===== src/hw/rtl/bbrt_pkg.sv =====
// ----------------------------------------------------------------------------
// bbrt_pkg
// Types and constants shared by the bad block remap table.
// ----------------------------------------------------------------------------
package bbrt_pkg;

  localparam int BLK_W  = 31;
  localparam int SLOT_W = 8;
  localparam int CFG_W  = 9;

  typedef logic [BLK_W-1:0] blk_t;

  localparam logic KIND_LOAD  = 1'b0;
  localparam logic KIND_XLATE = 1'b1;

  typedef struct packed {
    logic              kind;
    logic [SLOT_W-1:0] entry_index;
    blk_t              bad_block;
    blk_t              spare_block;
    blk_t              block_number;
    blk_t              last_block;
    logic              raw_access;
  } req_t;

  typedef struct packed {
    blk_t physical_block;
    logic was_remapped;
    logic range_has_bad;
  } rsp_t;

  typedef enum logic {
    ST_IDLE,
    ST_SCAN
  } state_t;

endpackage


===== src/hw/rtl/bbrt_scan.sv =====
// ----------------------------------------------------------------------------
// bbrt_scan
// Command sequencer: table loads, and the entry scan for translate requests.
// ----------------------------------------------------------------------------
module bbrt_scan #(
  parameter int TABLE_DEPTH = 256
) (
  input  logic                      clk,
  input  logic                      rst,
  input  logic                      start,
  output logic                      busy,
  input  bbrt_pkg::req_t            req,
  input  logic [bbrt_pkg::CFG_W-1:0] entry_count,
  output logic                      wr_en,
  output logic [((TABLE_DEPTH > 1) ? $clog2(TABLE_DEPTH) : 1)-1:0] wr_addr,
  output logic                      rd_en,
  output logic [((TABLE_DEPTH > 1) ? $clog2(TABLE_DEPTH) : 1)-1:0] rd_addr,
  input  bbrt_pkg::blk_t            rd_bad,
  input  bbrt_pkg::blk_t            rd_spare,
  output bbrt_pkg::rsp_t            result,
  output logic                      result_valid
);

  localparam int IW = (TABLE_DEPTH > 1) ? $clog2(TABLE_DEPTH) : 1;
  localparam int DW = $clog2(TABLE_DEPTH + 1);
  localparam int CW = (DW > bbrt_pkg::CFG_W) ? DW : bbrt_pkg::CFG_W;

  bbrt_pkg::state_t state, state_next;

  bbrt_pkg::blk_t first_q, last_q, phys, phys_n;
  logic [CW-1:0]  n_q, addr, n_start, cnt_ext;
  logic           pend, done1, done2, remap, has_bad;
  logic           done1_n, done2_n, remap_n, has_bad_n;
  logic           accept, issue, slot_ok;

  assign accept  = start && (state == bbrt_pkg::ST_IDLE);
  assign slot_ok = 32'(req.entry_index) < 32'(TABLE_DEPTH);
  assign cnt_ext = CW'(entry_count);
  assign n_start = (cnt_ext > CW'(TABLE_DEPTH)) ? CW'(TABLE_DEPTH) : cnt_ext;

  // evaluate the entry read in the previous cycle
  always_comb begin
    done1_n   = done1;
    done2_n   = done2;
    remap_n   = remap;
    has_bad_n = has_bad;
    phys_n    = phys;
    if (pend) begin
      if (!done1) begin
        if (rd_bad > first_q) begin
          done1_n = 1'b1;
        end else if (rd_bad == first_q) begin
          done1_n = 1'b1;
          remap_n = 1'b1;
          phys_n  = rd_spare;
        end
      end
      if (!done2) begin
        if (last_q < rd_bad) begin
          done2_n = 1'b1;
        end else if (rd_bad >= first_q) begin
          done2_n   = 1'b1;
          has_bad_n = 1'b1;
        end
      end
    end
  end

  assign issue = (state == bbrt_pkg::ST_SCAN) && !(done1_n && done2_n) && (addr < n_q);

  always_comb begin
    state_next = state;
    unique case (state)
      bbrt_pkg::ST_IDLE: begin
        if (accept && req.kind == bbrt_pkg::KIND_XLATE && !req.raw_access) begin
          state_next = bbrt_pkg::ST_SCAN;
        end
      end
      bbrt_pkg::ST_SCAN: begin
        if (!issue) begin
          state_next = bbrt_pkg::ST_IDLE;
        end
      end
      default: state_next = bbrt_pkg::ST_IDLE;
    endcase
  end

  always_comb begin
    busy    = (state == bbrt_pkg::ST_SCAN);
    rd_en   = issue;
    rd_addr = addr[IW-1:0];
    wr_en   = accept && (req.kind == bbrt_pkg::KIND_LOAD) && slot_ok;
    wr_addr = IW'(req.entry_index);
  end

  always_ff @(posedge clk) begin
    if (rst) begin
      state        <= bbrt_pkg::ST_IDLE;
      pend         <= 1'b0;
      result_valid <= 1'b0;
    end else begin
      state        <= state_next;
      pend         <= issue;
      result_valid <= 1'b0;
      if (accept) begin
        result_valid <= (req.kind == bbrt_pkg::KIND_LOAD) || req.raw_access;
      end else if (state == bbrt_pkg::ST_SCAN && !issue) begin
        result_valid <= 1'b1;
      end
    end
  end

  always_ff @(posedge clk) begin
    if (accept) begin
      first_q <= req.block_number;
      last_q  <= req.last_block;
      n_q     <= n_start;
      addr    <= '0;
      done1   <= 1'b0;
      done2   <= 1'b0;
      remap   <= 1'b0;
      has_bad <= 1'b0;
      phys    <= req.block_number;
      if (req.kind == bbrt_pkg::KIND_LOAD) begin
        result <= '0;
      end else begin
        result <= '{physical_block: req.block_number, was_remapped: 1'b0,
                    range_has_bad: 1'b0};
      end
    end else if (state == bbrt_pkg::ST_SCAN) begin
      done1   <= done1_n;
      done2   <= done2_n;
      remap   <= remap_n;
      has_bad <= has_bad_n;
      phys    <= phys_n;
      if (issue) begin
        addr <= addr + CW'(1);
      end else begin
        result <= '{physical_block: phys_n, was_remapped: remap_n,
                    range_has_bad: has_bad_n};
      end
    end
  end

endmodule


===== config.mk =====
export PLATFORM = sky130hd
export DESIGN_NAME = bbrt_scan
export DESIGN_NICKNAME = d
export VERILOG_FILES = /design/src/hw/rtl/bbrt_pkg.sv /design/src/hw/rtl/bbrt_scan.sv
export SDC_FILE = /design/constraint.sdc
export NUM_CORES = 1
export LEC_CHECK = 0
export BUFFER_PORTS_ARGS = -buffer_cell sky130_fd_sc_hd__clkbuf_2
export CAP_MARGIN = 0
export CORE_MARGIN = 1
export CORE_UTILIZATION = 51
export DETAILED_ROUTE_END_ITERATION = 7
export PLACE_DENSITY = 0.81
export REMOVE_ABC_BUFFERS = 1
export SLEW_MARGIN = 20
export SYNTH_ARGS = -nofsm -noshare
export SYNTH_HDL_FRONTEND = slang
export SYNTH_SLANG_ARGS = --single-unit

===== constraint.sdc =====
create_clock -name clk -period 4.1 [get_ports clk]
set_clock_uncertainty 0.2 [all_clocks]
set_input_delay 0.205 -clock clk [delete_from_list [all_inputs] [get_ports clk]]
set_output_delay 0.205 -clock clk [all_outputs]
set_load 0.03 [all_outputs]

Word level (Yosys, flattened, before mapping)
Cells that the tools add are included.
Widths: inputs -> output; s select.
{ "classes": {"add_sub_neg": 1, "n_mul": 0, "div": 0, "n_lt_le_gt_ge": 5, "n_eq_ne": 2, "shifts": 0, "muxes": 31, "bitwise": 2, "reduce_logical": 15} }
{ "ops": {"columns": ["operator", "n"], "rows": [
  ["$mux 31", 6],
  ["$mux 33", 4],
  ["$eq 31x31->1", 1],
  ["$ge 31x31->1", 1],
  ["$gt 31x31->1", 1],
  ["$lt 31x31->1", 1],
  ["$mux 1", 20],
  ["$add 9x1->9 const B", 1],
  ["$gt 9x9->1 const B", 1],
  ["$lt 9x9->1", 1],
  ["$logic_and 1x1->1", 8],
  ["$reduce_and 2->1", 2],
  ["$logic_not 1->1", 3],
  ["$ne 2x2->1 const B", 1],
  ["$not 1->1", 2],
  ["$pmux 1 s2", 1],
  ["$reduce_bool 2->1", 1],
  ["$logic_or 1x1->1", 1]
]} }
{ "totals": {"regBits": 151, "latchBits": 0, "ramBits": 0, "rom_bits": 0, "in_bits": 208, "output_inout_bits": 53, "mem_count": 0} }

Logic depth before layout (Yosys ltp)
{ "depth": {"ltp_word": 13, "depth_mapped": 11, "depth_no_buf": 10} }

Least setup slack after synthesis
No wires, ideal clock.
{ "synth_path": {"kind": "flip-flop to flip-flop", "start": "register state, in the netlist busy", "end": "register result[1] in the netlist's numbering, data pin", "setup_ns": 0.383, "t_arrival_ns": 3.285, "t_required_ns": 3.517, "setup_slack_ns": 0.232, "path_stages_with_launch": 7, "period_less_slack_ns": 3.868, "cell_sequence": "dfxtp_1 -> inv_1 -> nand2_1 -> inv_1 -> clkbuf_1 -> buf_1 -> nor2_1"} }
{ "synth_via": {"elab_chain_len": 3} }
{ "synth_rtl": {"columns": ["element", "line", "text"], "rows": [
  ["start, declared", "bbrt_scan.sv:28", "bbrt_pkg::state_t state, state_next;"],
  ["start signal, assigned", "bbrt_scan.sv:98", "state <= bbrt_pkg::ST_IDLE;"],
  ["start signal, assigned", "bbrt_scan.sv:102", "state <= state_next;"],
  ["$not 1->1", null, null],
  ["$logic_and 1x1->1", "bbrt_scan.sv:36", "assign accept = start && (state == bbrt_pkg::ST_IDLE);"],
  ["net accept", "bbrt_scan.sv:34", "logic accept, issue, slot_ok;"],
  ["$mux 33", "bbrt_scan.sv:114", "if (accept) begin"],
  ["end signal, assigned", "bbrt_scan.sv:127", "result <= '{physical_block: req.block_number, was_remapped: 1'b0,"],
  ["end signal, assigned", "bbrt_scan.sv:139", "result <= '{physical_block: phys_n, was_remapped: remap_n,"],
  ["end, declared", "bbrt_scan.sv:20", "output bbrt_pkg::rsp_t result,"]
]} }
The timed path passes the listed nets, and every way through them passes these cells.
A chain may end at the register's enable or synchronous reset.

Worst setup path after layout
{ "layout_path": {"start": "register first_q[26]", "end": "register state, in the netlist busy"} }
{ "layout_via": {"elab_chain_len": 11} }
{ "layout_rtl": {"columns": ["element", "line", "text"], "rows": [
  ["start, declared", "bbrt_scan.sv:30", "bbrt_pkg::blk_t first_q, last_q, phys, phys_n;"],
  ["start signal, assigned", "bbrt_scan.sv:115", "first_q <= req.block_number;"],
  ["$ge 31x31->1 or $eq 31x31->1 (tied branches)", "bbrt_scan.sv:61, bbrt_scan.sv:52", null],
  ["$mux 1, on equally long branches", "bbrt_scan.sv:61, bbrt_scan.sv:52", null],
  ["$mux 1, on equally long branches", "bbrt_scan.sv:59, bbrt_scan.sv:50", null],
  ["$mux 1, on equally long branches", "bbrt_scan.sv:58, bbrt_scan.sv:49", null],
  ["$mux 1", "bbrt_scan.sv:48", "if (pend) begin"],
  ["$logic_and 1x1->1 *", "bbrt_scan.sv:69", "assign issue = (state == bbrt_pkg::ST_SCAN) && !(done1_n && done2_n) && (addr < n_q);"],
  ["$logic_not 1->1 *", "bbrt_scan.sv:69", null],
  ["$logic_and 1x1->1 * (2 in a row)", "bbrt_scan.sv:69", null],
  ["$mux 1 *", "bbrt_scan.sv:80", "if (!issue) begin"],
  ["$pmux 1 s2 *", "bbrt_scan.sv:73", "unique case (state)"]
]} }
Mark *: on every way between the ends. The rest lies on a longest branch, timed or not.

==> results.cfg <==
[status]
outcome = finished, violations left
violations = hold timing

[floorplan]
die-height_um = 124
num_rows = 44
die-area_sq_mm = 0.0154
initial_utilization_pct = 52.3
design.core.area_sq_mm = 0.0145
die_x_um = 124
io_pins = 261

[worst_setup_path]
cp-start-kind = flop
worstSetupPathType = flop to flop
r2r-start = first_q[26]$_DFFE_PP_
crit_path_end_kind = flop
critPathArrivalTime_ns = 3.60
worst-path-buf-inv = 3
crit_family = simple AND/OR/NAND/NOR gates
crit_path_frequent_cell = a31oi_1
cp_slowest_stage_delay_ns = 0.60
worstPathMaxFanout = 18
startpoint = first_q[26]$_DFFE_PP_
crit_path_top_delay_cell = dlygate4sd3_1
crit_chain = inv_1, ha_1, nand4_1, nor3_1, nand3_1, a31oi_1, o31ai_4, nor3b_4, buf_4, a31oi_1, dlygate4sd3_1, nor2_1
required_ns = 4.22

[worst_hold_path]
hold_start = rd_spare[16]
min_path_type = input port to flop

[place]
hpwlAfterDp_mm = 13.3
gp_congestion = 0.799
place_inst = 975
io_buffers = 182

[global_route]
antenna_found_initial = 0
grt_max_degree = 57
overflow = 0
grt_pass1_wl_mm = 30.6
grt_pass1_vias = 6214
grt_use_total_pct = 27.4

[cts]
cts_sinks = 151
htree_levels = 4
clkTransAtPathRegs_ns = 0.07
tritoncts = done
cts_made_buffers = 17
cts_buffer_depth = 2
clk_latency_ns = 0.43
root_buffer = clkbuf_16
ctsResizeCount = 0

[detailed_routing]
final_antenna_net_count = 0
wl_mm = 20.3
wl_per_cell_um = 18.2
viasPerCell = 5.31
drc = 0
drt_iter0_drc = 425
first_pass_iters = 6
vias = 5915

[synthesis]
ys_seq_area_share_pct = 57.6
ys_warn_count = 0
synth_top_flop_cell = edfxtp_1
yosys-top-cells-area = edfxtp_1, ha_1, mux2i_1
synth_area_sq_mm = 0.00760
synth_top_area_cell = edfxtp_1
ys_types = 52
syn_area_per_cell_sq_um = 12.0
synth_edf_count = 135
ys_async_sr_fraction_pct = 0
syn-instance-count = 634
synth-seq-cells = 151
synth_top_cell_area_share_pct = 53.4

[job]
drv_cap = 0

[power]
power_density_mw_per_mm2 = 399
irDropWorstVdd_mv = 0.280
pwr-share-clk_pct = 39.4
leakagePower_nw = 4.59
p_int_w = 0.00301
pwr-share-seq_pct = 45.3
p_sw_w = 0.00110
combPwrFrac_pct = 15.3
p_sw_share_pct = 26.7

[layout]
stdcell_count = 1113
nFillCells = 985
drive_gt1_share_pct = 25.9
nets = 1194
antenna_cells = 0
area_delta_synth_final_pct = 35.7

[sta]
min_period_over_period_pct = 84.9
tightestPinTransition_ns = 0.648
max_freq_mhz = 287
rsz0062_at_grt = false
min_period_ns = 3.48
setup_viol = 0
hold_viol_final = 1
finalMaxSlewViolations = 0
holdWs_ns = -0.00142
slew_headroom_pct = 56.8
-- final timing paths --
path | endpoint | slack (ns) | cells past startpoint
min | phys[16]$_DFFE_PP_ | -0.001 | 3
min reg2reg | remap$_SDFFE_PP0P_ | 0.26 | 1
max reg2reg | busy$_SDFF_PP0_ | 0.62 | 12
max | busy$_SDFF_PP0_ | 0.62 | 12
-- metrics by stage --
stage,util [%],cell area [sq um],setup TNS [ns],worst slack (ns),power [W]
after global placement,59.4,8640,0,0.821,0.00241
after detailed placement,59.4,8640,0,0.760,0.00243
after CTS,70.9,10300,0,0.681,0.00412
final,70.9,10300,0,0.620,0.00411
after global routing,70.9,10300,0,0.467,0.00426
after floorplan,-,7380,-100.24,-1.69,0.00222
-- synth_stat cells (all sizes together), types with 2 or more instances --
cell type,count
nor2,20
nand2b,2
o31ai,3
and4,2
o21a,3
buf,23
dfxtp,16
and2,2
nand2,58
nor4,3
a21oi,33
clkbuf,11
a31oi,3
edfxtp,135
nor3,5
nand4,14
mux2i,35
ha,70
a211oi,4
nor2b,40
nor3b,2
o21ai,40
and3,3
nand3,12
a31o,3
inv,74
a21o,5
-- cells by family after synthesis --
family                   after synthesis  share of synthesized area (%)
AO/OA/AOI/OAI                        102                           8.33
flip-flops                           151                           57.6
adder cells (fa/ha/maj)               70                           11.5
AND/OR/NAND/NOR                      167                           11.3
XOR/XNOR                               1                          0.115
buffers and inverters                108                           6.54
multiplexers                          35                           4.61
-- flip-flops by register name, indices dropped and copies added, names as in the netlist --
signal / cells
result: 33
first_q: 31
last_q: 31
phys: 31
addr: 9
n_q: 9
busy: 1
done1: 1
done2: 1
has_bad: 1
pend: 1
remap: 1
result_valid: 1
-- per-layer routing --
| metal | vias to the layer above | share of wire [%] | track usage [%] |
|---|---|---|---|
| met4 | 0 | 3.5 | 14.1 |
| met1 | 2763 | 39 | 31.5 |
| met5 | - | 0 | 0 |
| met2 | 274 | 49 | 46.1 |
| met3 | 55 | 8.8 | 8.24 |
| li1 | 2823 | - | - |
-- worst register-to-register path, delay by kind of cell (launching register included) --
kind / cells / cell delay (ns)
adders and majority gates: 1 / 0.29
buffers and inverters: 3 / 0.87
DFF: 1 / 0.38
and+or+nand+nor: 5 / 0.97
AOI/OAI and AO/OA: 3 / 0.67
-- cells in the final DEF, fill, tap and decap left out, types with 5 or more instances in the layout --
cell | synthesis | final
a21o_1 | 5 | 5
a21oi_1 | 31 | 31
buf_4 | 16 | 6
clkbuf_16 | 0 | 17
clkbuf_2 | 0 | 182
dfxtp_1 | 16 | 16
dlygate4sd3_1 | 0 | 106
edfxtp_1 | 135 | 135
ha_1 | 70 | 70
inv_1 | 74 | 73
inv_6 | 0 | 7
mux2i_1 | 35 | 35
nand2_1 | 58 | 58
nand3_1 | 12 | 12
nand4_1 | 13 | 13
nor2_1 | 20 | 19
nor2b_1 | 40 | 40
nor3_1 | 5 | 5
o21ai_0 | 10 | 10
o21ai_1 | 30 | 30
-- layout make-up --
cell class	instances	area [sq um]	area share [%]
timing repair buffer	297	2080	20.2
clock inverter	15	184	1.78
tap	184	230	2.23
sequential	151	4370	42.4
clock buffer	17	425	4.13
multi-input combinational	375	2740	26.5
inverter	74	280	2.72
-- power by group through the flow --
stage / clock [W] / combinational [W] / sequential (W)
final: 0.00162 / 0.000628 / 0.00186
after global placement: 0 / 0.000515 / 0.00189
after floorplan: 0 / 0.000249 / 0.00197
after detailed placement: 0 / 0.000536 / 0.00190
after CTS: 0.00163 / 0.000619 / 0.00186
after global routing: 0.00169 / 0.000693 / 0.00188
-- timing repair --
action                                  in CTS  in global routing
endpoints found under the hold margin      106                  0
hold buffers                               106                  0
endpoints found under the setup margin       0                  0
setup buffers                                0                  0
No activity file was read; power rests on OpenSTA's default activity.
